<file path="src/tbdls_pkg.sv">
// ----------------------------------------------------------------------------
// tbdls_pkg
// Shared types and constants of the text byte decoder and line splitter.
// ----------------------------------------------------------------------------
package tbdls_pkg;

    localparam int MAX_RESULTS = 3;
    localparam int FIFO_DEPTH  = 4;
    localparam int PTR_W       = 2;
    localparam int LEVEL_W     = 3;
    localparam int ACC_W       = 31;
    localparam int CFG_IDX_W   = 2;
    localparam int CFG_DATA_W  = 8;

    localparam logic [15:0] CH_CR = 16'h000D;
    localparam logic [15:0] CH_LF = 16'h000A;

    typedef enum logic [CFG_IDX_W-1:0] {
        CFG_ENCODING_MODE = 2'd0,
        CFG_LINE_MODE     = 2'd1
    } cfg_index_t;

    typedef enum logic {
        ENC_UTF8 = 1'b0,
        ENC_UCS2 = 1'b1
    } enc_mode_t;

    typedef enum logic [1:0] {
        LINE_CRLF = 2'd0,
        LINE_LF   = 2'd1,
        LINE_CR   = 2'd2,
        LINE_ANY  = 2'd3
    } line_mode_t;

    typedef enum logic [2:0] {
        KIND_CHAR       = 3'd0,
        KIND_LINE_END   = 3'd1,
        KIND_BAD_LEAD   = 3'd2,
        KIND_BAD_CONT   = 3'd3,
        KIND_ABOVE_FFFF = 3'd4,
        KIND_TRUNCATED  = 3'd5
    } kind_t;

    typedef struct packed {
        logic [7:0] data_byte;
        logic       byte_valid;
        logic       stream_end;
    } in_item_t;

    typedef struct packed {
        logic [15:0] code_unit;
        kind_t       kind;
        logic        last_of_run;
    } out_item_t;

    // Decoder to splitter: at most one unit or one error per byte.
    typedef struct packed {
        logic        unit_valid;
        logic [15:0] unit;
        logic        err_valid;
        kind_t       err_kind;
        logic        partial;
    } dec_out_t;

    typedef struct packed {
        out_item_t [MAX_RESULTS-1:0] items;
        logic [1:0]                  count;
    } result_set_t;

    typedef struct packed {
        logic [LEVEL_W-1:0] level;
        logic               can_take;
    } fifo_status_t;

    function automatic out_item_t make_result(input logic [15:0] unit, input kind_t kind);
        out_item_t r;
        r.code_unit   = unit;
        r.kind        = kind;
        r.last_of_run = 1'b0;
        return r;
    endfunction

endpackage

</file>
<file path="src/text_byte_decoder_line_splitter_core.sv">
// ----------------------------------------------------------------------------
// text_byte_decoder_line_splitter_core
// Byte stream to 16-bit code units (UTF-8 or UCS-2 LE), split into lines.
// ----------------------------------------------------------------------------
// Usage:
//   s_* carries one raw byte per transfer (or a pure end marker); m_* carries
//   result items: characters, line ends and decode errors, with last_of_run on
//   the final result caused by an input transfer. cfg_* writes the encoding
//   mode (index 0) and line mode (index 1); write only while the block is idle.
//   A write to either register drops any partial character and pending CR.
// Decode and line split finish in the cycle the byte is taken; the results
//   are registered in the result queue and reach m_* behind any older ones.
// Throughput: one input transfer per cycle while each item yields at most one
//   result and m_ready stays high; an item with more results is drained one
//   at a time through the single read port of the four-entry result queue;
//   s_ready is high while the queue holds at most one result.
// Stall: when the receiver holds m_ready low the queue fills and s_ready
//   drops; nothing is lost. cfg_ready is always high.
// Reset: synchronous, active low; queue empty, encoding UCS-2 LE, line mode
//   CRLF, no decode or line state held.
// ----------------------------------------------------------------------------
module text_byte_decoder_line_splitter_core
    import tbdls_pkg::*;
(
    input  logic                  aclk,
    input  logic                  aresetn,
    input  logic                  s_valid,
    output logic                  s_ready,
    input  in_item_t              s_data,
    output logic                  m_valid,
    input  logic                  m_ready,
    output out_item_t             m_data,
    input  logic                  cfg_valid,
    output logic                  cfg_ready,
    input  logic [CFG_IDX_W-1:0]  cfg_index,
    input  logic [CFG_DATA_W-1:0] cfg_data
);

    enc_mode_t    enc_mode_reg;
    line_mode_t   line_mode_reg;
    logic         accept;
    logic         cfg_write;
    logic         cfg_hit;
    dec_out_t     dec;
    result_set_t  results;
    fifo_status_t status;

    assign cfg_ready = 1'b1;
    assign cfg_write = cfg_valid && cfg_ready;
    assign cfg_hit   = cfg_write && ((cfg_index == CFG_ENCODING_MODE) ||
                                     (cfg_index == CFG_LINE_MODE));
    assign accept    = s_valid && s_ready;
    assign s_ready   = status.can_take;

    always_ff @(posedge aclk) begin
        if (!aresetn) begin
            enc_mode_reg  <= ENC_UCS2;
            line_mode_reg <= LINE_CRLF;
        end else if (cfg_write) begin
            unique case (cfg_index)
                CFG_ENCODING_MODE: enc_mode_reg  <= enc_mode_t'(cfg_data[0]);
                CFG_LINE_MODE:     line_mode_reg <= line_mode_t'(cfg_data[1:0]);
                default: ;
            endcase
        end
    end

    tbdls_decode u_decode (
        .aclk       (aclk),
        .aresetn    (aresetn),
        .advance    (accept),
        .clear      (cfg_hit || (accept && s_data.stream_end)),
        .enc_mode   (enc_mode_reg),
        .data_byte  (s_data.data_byte),
        .byte_valid (s_data.byte_valid),
        .dec        (dec)
    );

    tbdls_split u_split (
        .aclk       (aclk),
        .aresetn    (aresetn),
        .accept     (accept),
        .cfg_clear  (cfg_hit),
        .line_mode  (line_mode_reg),
        .stream_end (s_data.stream_end),
        .dec        (dec),
        .results    (results)
    );

    tbdls_fifo u_fifo (
        .aclk       (aclk),
        .aresetn    (aresetn),
        .push       (results),
        .pop        (m_valid && m_ready),
        .head       (m_data),
        .head_valid (m_valid),
        .status     (status)
    );

    a_code_zero_unless_char: assert property (@(posedge aclk) disable iff (!aresetn)
        m_valid && (m_data.kind != KIND_CHAR) |-> m_data.code_unit == 16'h0000)
        else $error("non-character result carries a code unit");

    a_level_in_range: assert property (@(posedge aclk) disable iff (!aresetn)
        status.level <= LEVEL_W'(FIFO_DEPTH))
        else $error("result queue level above depth");

    a_push_fits: assert property (@(posedge aclk) disable iff (!aresetn)
        results.count != 2'd0 |->
            (status.level + LEVEL_W'(results.count)) <= LEVEL_W'(FIFO_DEPTH))
        else $error("result set does not fit the queue");

    a_push_shows: assert property (@(posedge aclk) disable iff (!aresetn)
        results.count != 2'd0 |=> m_valid)
        else $error("results pushed but no result offered");

endmodule

</file>
<file path="src/tbdls_decode.sv">
// ----------------------------------------------------------------------------
// tbdls_decode
// Byte decoder: UTF-8 (2 to 6 byte forms, up to 0xFFFF) or UCS-2 LE pairs.
// ----------------------------------------------------------------------------
module tbdls_decode
    import tbdls_pkg::*;
(
    input  logic      aclk,
    input  logic      aresetn,
    input  logic      advance,
    input  logic      clear,
    input  enc_mode_t enc_mode,
    input  logic [7:0] data_byte,
    input  logic      byte_valid,
    output dec_out_t  dec
);

    logic [2:0]       remain_reg, remain_next;
    logic [ACC_W-1:0] acc_reg, acc_next;
    logic [ACC_W-1:0] acc_shift;

    always_comb begin
        dec         = '0;
        remain_next = remain_reg;
        acc_next    = acc_reg;
        acc_shift   = {acc_reg[ACC_W-7:0], data_byte[5:0]};
        if (byte_valid) begin
            if (enc_mode == ENC_UCS2) begin
                if (remain_reg == 3'd0) begin
                    acc_next    = ACC_W'(data_byte);
                    remain_next = 3'd1;
                end else begin
                    dec.unit_valid = 1'b1;
                    dec.unit       = {data_byte, acc_reg[7:0]};
                    remain_next    = 3'd0;
                    acc_next       = '0;
                end
            end else if (remain_reg == 3'd0) begin
                if (!data_byte[7]) begin
                    dec.unit_valid = 1'b1;
                    dec.unit       = {8'h00, data_byte};
                end else begin
                    unique case (data_byte) inside
                        8'b110?????: begin
                            acc_next    = ACC_W'(data_byte[4:0]);
                            remain_next = 3'd1;
                        end
                        8'b1110????: begin
                            acc_next    = ACC_W'(data_byte[3:0]);
                            remain_next = 3'd2;
                        end
                        8'b11110???: begin
                            acc_next    = ACC_W'(data_byte[2:0]);
                            remain_next = 3'd3;
                        end
                        8'b111110??: begin
                            acc_next    = ACC_W'(data_byte[1:0]);
                            remain_next = 3'd4;
                        end
                        8'b1111110?: begin
                            acc_next    = ACC_W'(data_byte[0]);
                            remain_next = 3'd5;
                        end
                        default: begin
                            dec.err_valid = 1'b1;
                            dec.err_kind  = KIND_BAD_LEAD;
                        end
                    endcase
                end
            end else if (data_byte[7:6] != 2'b10) begin
                // drop the partial character together with the offending byte
                dec.err_valid = 1'b1;
                dec.err_kind  = KIND_BAD_CONT;
                remain_next   = 3'd0;
                acc_next      = '0;
            end else begin
                remain_next = remain_reg - 3'd1;
                if (remain_next == 3'd0) begin
                    acc_next = '0;
                    if (|acc_shift[ACC_W-1:16]) begin
                        dec.err_valid = 1'b1;
                        dec.err_kind  = KIND_ABOVE_FFFF;
                    end else begin
                        dec.unit_valid = 1'b1;
                        dec.unit       = acc_shift[15:0];
                    end
                end else begin
                    acc_next = acc_shift;
                end
            end
        end
        dec.partial = (remain_next != 3'd0);
    end

    always_ff @(posedge aclk) begin
        if (!aresetn || clear) begin
            remain_reg <= 3'd0;
            acc_reg    <= '0;
        end else if (advance) begin
            remain_reg <= remain_next;
            acc_reg    <= acc_next;
        end
    end

endmodule

</file>
<file path="src/tbdls_split.sv">
// ----------------------------------------------------------------------------
// tbdls_split
// Line splitter: turns one decoded unit, error and stream end into up to
// three results and tracks the pending CR and line content.
// ----------------------------------------------------------------------------
module tbdls_split
    import tbdls_pkg::*;
(
    input  logic        aclk,
    input  logic        aresetn,
    input  logic        accept,
    input  logic        cfg_clear,
    input  line_mode_t  line_mode,
    input  logic        stream_end,
    input  dec_out_t    dec,
    output result_set_t results
);

    logic      cr_pending_reg, cr_pending_next;
    logic      has_content_reg, has_content_next;
    out_item_t res [0:3];
    logic [1:0] n;
    logic      done;
    logic      is_cr, is_lf;

    assign is_cr = (dec.unit == CH_CR);
    assign is_lf = (dec.unit == CH_LF);

    always_comb begin
        for (int i = 0; i < 4; i++) begin
            res[i] = make_result(16'h0000, KIND_CHAR);
        end
        n                = 2'd0;
        done             = 1'b0;
        cr_pending_next  = cr_pending_reg;
        has_content_next = has_content_reg;

        if (dec.err_valid) begin
            res[n] = make_result(16'h0000, dec.err_kind);
            n      = n + 2'd1;
        end else if (dec.unit_valid) begin
            unique case (line_mode)
                LINE_LF, LINE_CR: begin
                    if ((line_mode == LINE_LF && is_lf) || (line_mode == LINE_CR && is_cr)) begin
                        res[n]           = make_result(16'h0000, KIND_LINE_END);
                        n                = n + 2'd1;
                        has_content_next = 1'b0;
                    end else begin
                        res[n]           = make_result(dec.unit, KIND_CHAR);
                        n                = n + 2'd1;
                        has_content_next = 1'b1;
                    end
                end
                LINE_CRLF: begin
                    if (cr_pending_next) begin
                        cr_pending_next = 1'b0;
                        if (is_lf) begin
                            res[n]           = make_result(16'h0000, KIND_LINE_END);
                            n                = n + 2'd1;
                            has_content_next = 1'b0;
                            done             = 1'b1;
                        end else begin
                            res[n]           = make_result(CH_CR, KIND_CHAR);
                            n                = n + 2'd1;
                            has_content_next = 1'b1;
                        end
                    end
                    if (!done) begin
                        if (is_cr) begin
                            cr_pending_next = 1'b1;
                        end else begin
                            res[n]           = make_result(dec.unit, KIND_CHAR);
                            n                = n + 2'd1;
                            has_content_next = 1'b1;
                        end
                    end
                end
                LINE_ANY: begin
                    if (cr_pending_next) begin
                        cr_pending_next  = 1'b0;
                        res[n]           = make_result(16'h0000, KIND_LINE_END);
                        n                = n + 2'd1;
                        has_content_next = 1'b0;
                        done             = is_lf;
                    end
                    if (!done) begin
                        if (is_cr) begin
                            cr_pending_next = 1'b1;
                        end else if (is_lf) begin
                            res[n]           = make_result(16'h0000, KIND_LINE_END);
                            n                = n + 2'd1;
                            has_content_next = 1'b0;
                        end else begin
                            res[n]           = make_result(dec.unit, KIND_CHAR);
                            n                = n + 2'd1;
                            has_content_next = 1'b1;
                        end
                    end
                end
                default: ;
            endcase
        end

        if (stream_end) begin
            if (dec.partial) begin
                res[n] = make_result(16'h0000, KIND_TRUNCATED);
                n      = n + 2'd1;
            end
            if (cr_pending_next || has_content_next) begin
                res[n] = make_result(16'h0000, KIND_LINE_END);
                n      = n + 2'd1;
            end
            cr_pending_next  = 1'b0;
            has_content_next = 1'b0;
        end

        if (n != 2'd0) begin
            res[n - 2'd1].last_of_run = 1'b1;
        end

        for (int i = 0; i < MAX_RESULTS; i++) begin
            results.items[i] = res[i];
        end
        results.count = accept ? n : 2'd0;
    end

    always_ff @(posedge aclk) begin
        if (!aresetn) begin
            cr_pending_reg  <= 1'b0;
            has_content_reg <= 1'b0;
        end else if (cfg_clear) begin
            cr_pending_reg  <= 1'b0;
        end else if (accept) begin
            cr_pending_reg  <= cr_pending_next;
            has_content_reg <= has_content_next;
        end
    end

endmodule

</file>
<file path="src/tbdls_fifo.sv">
// ----------------------------------------------------------------------------
// tbdls_fifo
// Result queue: takes up to three results in one cycle, hands out one.
// ----------------------------------------------------------------------------
module tbdls_fifo
    import tbdls_pkg::*;
(
    input  logic         aclk,
    input  logic         aresetn,
    input  result_set_t  push,
    input  logic         pop,
    output out_item_t    head,
    output logic         head_valid,
    output fifo_status_t status
);

    out_item_t          mem [0:FIFO_DEPTH-1];
    logic [PTR_W-1:0]   wr_ptr_reg, rd_ptr_reg;
    logic [LEVEL_W-1:0] level_reg, level_next;

    assign level_next = level_reg + LEVEL_W'(push.count) - LEVEL_W'(pop);

    always_ff @(posedge aclk) begin
        for (int i = 0; i < MAX_RESULTS; i++) begin
            if (2'(i) < push.count) begin
                mem[wr_ptr_reg + PTR_W'(i)] <= push.items[i];
            end
        end
    end

    always_ff @(posedge aclk) begin
        if (!aresetn) begin
            wr_ptr_reg <= '0;
            rd_ptr_reg <= '0;
            level_reg  <= '0;
        end else begin
            wr_ptr_reg <= wr_ptr_reg + PTR_W'(push.count);
            rd_ptr_reg <= rd_ptr_reg + PTR_W'(pop);
            level_reg  <= level_next;
        end
    end

    assign head            = mem[rd_ptr_reg];
    assign head_valid      = (level_reg != '0);
    assign status.level    = level_reg;
    // room for a full set of results from the next item
    assign status.can_take = (level_reg <= LEVEL_W'(FIFO_DEPTH - MAX_RESULTS));

endmodule

</file>
<file path="config.mk">
export PLATFORM = sky130hd
export DESIGN_NAME = text_byte_decoder_line_splitter_core
export DESIGN_NICKNAME = d
export VERILOG_FILES = /design/src/tbdls_pkg.sv /design/src/text_byte_decoder_line_splitter_core.sv /design/src/tbdls_decode.sv /design/src/tbdls_split.sv /design/src/tbdls_fifo.sv
export SDC_FILE = /design/constraint.sdc
export NUM_CORES = 1
export LEC_CHECK = 0
export BUFFER_PORTS_ARGS = -buffer_cell sky130_fd_sc_hd__buf_2
export CAP_MARGIN = 10
export CORE_MARGIN = 2
export CORE_UTILIZATION = 60
export CTS_CLUSTER_SIZE = 16
export DETAILED_ROUTE_END_ITERATION = 8
export GPL_TIMING_DRIVEN = 0
export PLACE_DENSITY = 0.79
export SETUP_SLACK_MARGIN = 0.1
export SLEW_MARGIN = 30
export SYNTH_ARGS = -nofsm -noshare
export SYNTH_HDL_FRONTEND = slang
export SYNTH_SLANG_ARGS = --single-unit
</file>
<file path="constraint.sdc">
create_clock -name aclk -period 8.6 [get_ports aclk]
set_clock_uncertainty 0.05 [all_clocks]
set_input_delay 1.72 -clock aclk [delete_from_list [all_inputs] [get_ports aclk]]
set_output_delay 1.72 -clock aclk [all_outputs]
set_load 0.005 [all_outputs]
</file>
* Yosys cells after proc, flatten, opt, wreduce, memory -nomap -nowiden
Memory sizes are Yosys's and may differ from the RTL's. A register that Yosys moved wholly into a read port is not among the register bits.
Cells that the tools add are included.
** Storage, ports and cells
- RAM bits :: 80
- Word-level logic and storage cells :: 217
- Memories :: 1
- Bits in registers :: 40
- Input bits :: 25
- Output and inout port bits :: 23
** Cells by class
- Reductions and logical operators :: 32
- Order comparisons :: 14
- Add/subtract/negate cells :: 12
- Equal/unequal tests :: 14
- Multiplexer cells :: 119
- Bitwise operators :: 16
** Memories
- u_fifo.mem :: words 4, bits a word 20, rd ports 1, clocked after memory_dff 1, write ports 3, RTL line tbdls_fifo.sv:17 : out_item_t mem [0:FIFO_DEPTH-1];
** Operators with widths (number)
- 2-to-1 mux 80 bit :: 11
- 2-to-1 mux 20 bit :: 13
- bitwise mux 80 bit :: 3
- demux 20 bit (select 2 bit) :: 5
- AND 76 bit :: 2
- NOT 76 bit :: 2
- 2-to-1 mux 25 bit :: 5
- one-hot mux 25 bit (5 select lines) :: 1
- one-hot mux 60 bit (2 select lines) :: 1
- 2-to-1 mux 17 bit :: 5
- AND 72 bit :: 1
- NOT 72 bit :: 1
- 2-to-1 mux 21 bit :: 3
- 2-to-1 mux 60 bit :: 1
- one-hot mux 20 bit (3 select lines) :: 1
- 2-to-1 mux 2 bit :: 19
- 2-to-1 mux 1 bit :: 35
- == test 16 x 4 -> 1 bit (second input constant) :: 2
- 2-to-1 mux 4 bit :: 5
- 2-to-1 mux 8 bit :: 2
- greater-or-equal comparator 3 bit (second input constant) :: 5
- < comparator 3 x 1 -> 1 bit (second input constant) :: 5
- 2-to-1 mux 3 bit :: 5
- NOT 2 -> 3 bit :: 5
- other kinds (40) :: 69

* Longest topological paths before layout
- Depth after elaboration :: 31
- Mapped depth :: 24
- Mapped depth without buffers :: 22

* Hierarchy
A second synthesis with hierarchy kept.
** Second synthesis, totals
- Cell total of the unflattened synthesis :: 972
- Area total of the unflattened synthesis :: 8217.9 um2
** Modules (own cells, without submodules)
- tbdls_fifo :: seq. area each 2542.4 um2, instances 1, area an instance 4972.3 um2, cells an instance 515
- tbdls_decode :: seq. area each 560.5 um2, instances 1, area an instance 1811.7 um2, cells an instance 240
- tbdls_split :: seq. area each 40.0 um2, instances 1, area an instance 1258.7 um2, cells an instance 197
- text_byte_decoder_line_splitter_core :: seq. area each 60.1 um2, instances 1, area an instance 175.2 um2, cells an instance 20

* Worst setup path after synthesis
Ideal clock, no wire load.
- Kind :: input to register
- Start point :: input s_data[1] (netlist bit)
- End point :: memory u_fifo.mem[0][0] (netlist bit), enable pin
- Arrival :: 7.312 ns
- Data required time :: 8.125 ns
- Stages :: 19
- Slack :: 0.813 ns
- Buffers on the path :: 1
- Setup time :: 0.425 ns
- Path through :: buf_2 -> inv_2 -> o32ai_2 -> nor3_2 -> nand4_1 -> a2111oi_4 -> inv_1 -> ha_1 -> nor3_1 -> o22ai_2 -> ha_1 -> o22a_1 -> ha_1 -> or2_2 -> nand2b_1 -> o221a_2 -> nand2_1 -> o21ai_0 -> o21ai_0
** RTL lines
- start: declaration :: RTL line text_byte_decoder_line_splitter_core.sv:29 : input in_item_t s_data,
- end: declaration :: RTL line tbdls_fifo.sv:17

==> results.yml <==
route:
  drt-total-wl_um: 20770
  viasPerCell: 6.525
  drtIter0Drc: 647
  ant_nets: 0
  wl_per_cell_um: 20.96
  drcViolationCount: 0
  vias: 6466
  firstDrtPassIters: 6
clock_tree:
  ctsResizeCount: 0
  holdBufCountCts: 0
  clk_pin_slew_ns: 0.05
  clock-sinks: 120
  htree_levels: 4
  cts_tree: "built"
  cts-root-buf: "clkbuf_16"
  post_cts_buffers: 0
  cts_made_buffers: 17
  worst_skew_pair.late_latency_ns: 0.43
  clk_path_buf_depth: 2
power_and_ir_drop:
  power_density_mw_per_mm2: 204.1
  p_comb_frac: 0.236
  seqPwrFrac: 0.374
  switching_share: 0.2977
  vdd_drop_max_mv: 0.1085
  p_total_uw: 1780
  clockPowerShare: 0.390
  cellLeakagePower_uw: 0.003005
  p_sw_uw: 529.9
  p_int_uw: 1250
cells_and_area:
  antenna_cells: 0
  final_common_cell: "nand2_1"
  final_cell_mix: "nand2_1 (84), edfxtp_1 (80), nor2_1 (58)"
  drive_gt1_frac: 0.2112
  synthToLayoutAreaGrowth_pct: 14.39
  stdcell_count: 991
  nets: 851
  largest_reg_flops: 80
  design_area_mm2: 0.008722
worst_setup_path:
  endpoint_kind: "flop"
  path_delay_family: "compound AO/OA/AOI/OAI gates"
  timing.rr.start: "u_decode.remain_reg[0]"
  reg2reg_setup_slack_ns: 1.83
  r2r_end: "u_fifo.mem[0][0]"
  slowest_delay_ns: 0.66
  worst-path-stages: 20
  cp_num_buf_inv: 3
  critPathLaunchType: "input pin"
  r2r.worst_path.cells: 22
  path_cells: "clkbuf_1 -> nand2_1 -> o32ai_2 -> nor3_2 -> nand4_1 -> a2111oi_4 -> inv_1 -> ha_1 -> nor3_1 -> o22ai_2 -> ha_1 -> o22a_1 -> ha_1 -> or2_2 -> nand2b_1 -> o221a_2 -> a21boi_0 -> a31oi_1 -> o21ai_4 -> buf_8"
  critPathLaunch: "s_data[5]"
  cp.required_ns: 8.68
  critical-path-slowest-cell: "a21boi_0"
  cp_common_cell: "ha_1"
  crit_type: "in2reg"
  cp_data_arrival_time_ns: 7.39
  critPathMaxFanout: 12
sta:
  slew_headroom: 0.3663
  rsz0062_at_grt: "no"
  tightest_slew_ns: 0.9407
  min_period_over_period: 0.8498
  finalSetupTns_ns: 0
  setup_viol: 0
  period_needed_ns: 7.309
  fmax_ghz: 0.1368
  slew_viol_final: 0
  hold_violations: 0
yosys:
  synth_top_area_share: 0.3151
  ys_seq_area_frac: 0.4201
  synth_cells: 748
  synth_edf_count: 80
  ys_warn_count: 0
  netlist_area_mm2: 0.007625
  synth_area_leaders: "edfxtp_1 (32%), dfxtp_1 (11%), mux4_2 (5.9%)"
  synth-seq-cells: 120
  synth.distinct_cells: 94
  syn_nets: 793
  synthFlopType: "edfxtp_1"
  yosysTopAreaCell: "edfxtp_1"
  synthArstFlopShare: 0
  synth.avg_cell_area_um2: 10.19
worst_hold_path:
  worstHoldEndpoint: "u_decode.acc_reg[22]"
  min_delay_path_depth: 2
  min_from: "u_decode.acc_reg[22]"
  min_path_type: "reg2reg"
run:
  cap_violations: 0
floorplan:
  coreArea_mm2: 0.01252
  io_pins: 48
  die_width_um: 116.7
  dieArea_mm2: 0.01363
  fp.dieH_um: 116.7
  num_rows: 41
  initial_core_util: 0.6092
placed_design:
  hpwl_um: 14630
  portBuffers: 35
  gp_congestion: 0.9951
  placed_cell_area_mm2: 0.008135
  place_inst: 959
outcome:
  outcome: "finished, final reports clean"
grt:
  grt_max_degree: 17
  grt_pass1_wl_um: 32170
  grt_usage: 0.3151
  first_global_vias: 6131
  grt.overflow.total: 0
  antenna_found_initial: 0
==> cell families after synthesis <==
group                      count (synthesis)  share of synthesized area
and+or+nand+nor                          330                     0.2332
buffers and inverters                     75                    0.04759
AOI/OAI and AO/OA                        144                     0.1557
xor gates and xnor gates                   5                   0.005743
other                                      1                  0.0004918
DFF                                      120                     0.4201
adders and majority gates                 20                    0.03380
muxes                                     53                     0.1034
==> worst min-delay path, stage by stage, from the launching register on <==
cell and delay, ns:
dfxtp_1 0.30, nand2_1 0.05, a21oi_1 0.05
==> how the worst max path moves through the flow <==
stage	end	slack, ns
after global routing	u_fifo.mem[0][1]	0.99
after detailed placement	u_fifo.mem[0][14]	1.05
final	u_fifo.mem[0][0]	1.29
after global placement	u_fifo.mem[1][14]	-0.70
after CTS	u_fifo.mem[0][1]	1.47
after floorplan	u_fifo.mem[0][0]	0.81
==> synthesized netlist by cell type, types with 4 or more instances <==
master / number
nor3_1: 26
nand2b_1: 13
buf_4: 8
buf_2: 11
nand2_1: 84
and4_1: 4
nor2b_1: 13
a21oi_1: 40
nand3_1: 33
or2_2: 4
buf_6: 5
nand4_1: 10
edfxtp_1: 80
mux2i_1: 31
nor4_2: 10
dfxtp_1: 40
nor2_1: 58
inv_1: 20
clkbuf_1: 26
nand3b_1: 5
xnor2_1: 4
ha_1: 19
or3_1: 4
nor4_1: 24
mux4_2: 20
o21ai_0: 10
a22oi_1: 7
and3_1: 9
a22o_1: 7
nor3_2: 7
o31a_1: 6
and2_1: 14
==> power by group through the flow <==
stage,Combinational [µW],Clock (µW),Sequential (µW)
floorplan,289,0,671
global placement,400,0,677
detailed placement,416,0,677
CTS,420,698,665
global route,464,720,669
finish,421,694,666
==> per-layer routing <==
layer / part of all wire / up-vias / routed length, µm / GRT usage
met5: 0 / - / 0 / 0
met4: 0.028 / 0 / 590 / 0.1318
met3: 0.079 / 59 / 1645 / 0.06694
met2: 0.47 / 348 / 9853 / 0.5002
met1: 0.42 / 3095 / 8684 / 0.4216
li1: - / 2964 / - / -
==> metrics by stage <==
step           setup slack [ns]  utilization  hold slack [ns]
2_1_floorplan            0.8128            -           0.3816
3_3_place_gp            -0.6987       0.6403           0.3904
3_5_place_dp              1.054       0.6499           0.3991
4_1_cts                   1.470       0.6961           0.4053
5_1_grt                  0.9869       0.6968           0.4226
6_report                  1.291       0.6968           0.4010
==> cell type report <==
type | count | area (µm²)
Buffer | 53 | 282.8
Clock buffer | 17 | 425.4
Clock inverter | 15 | 152.6
Fill cell | 965 | 3795
Inverter | 22 | 82.58
Multi-Input combinational cell | 553 | 4113
Sequential cell | 120 | 3203
Tap cell | 172 | 215.2
Timing Repair Buffer | 39 | 247.7
(Power assumes the default switching activity.)
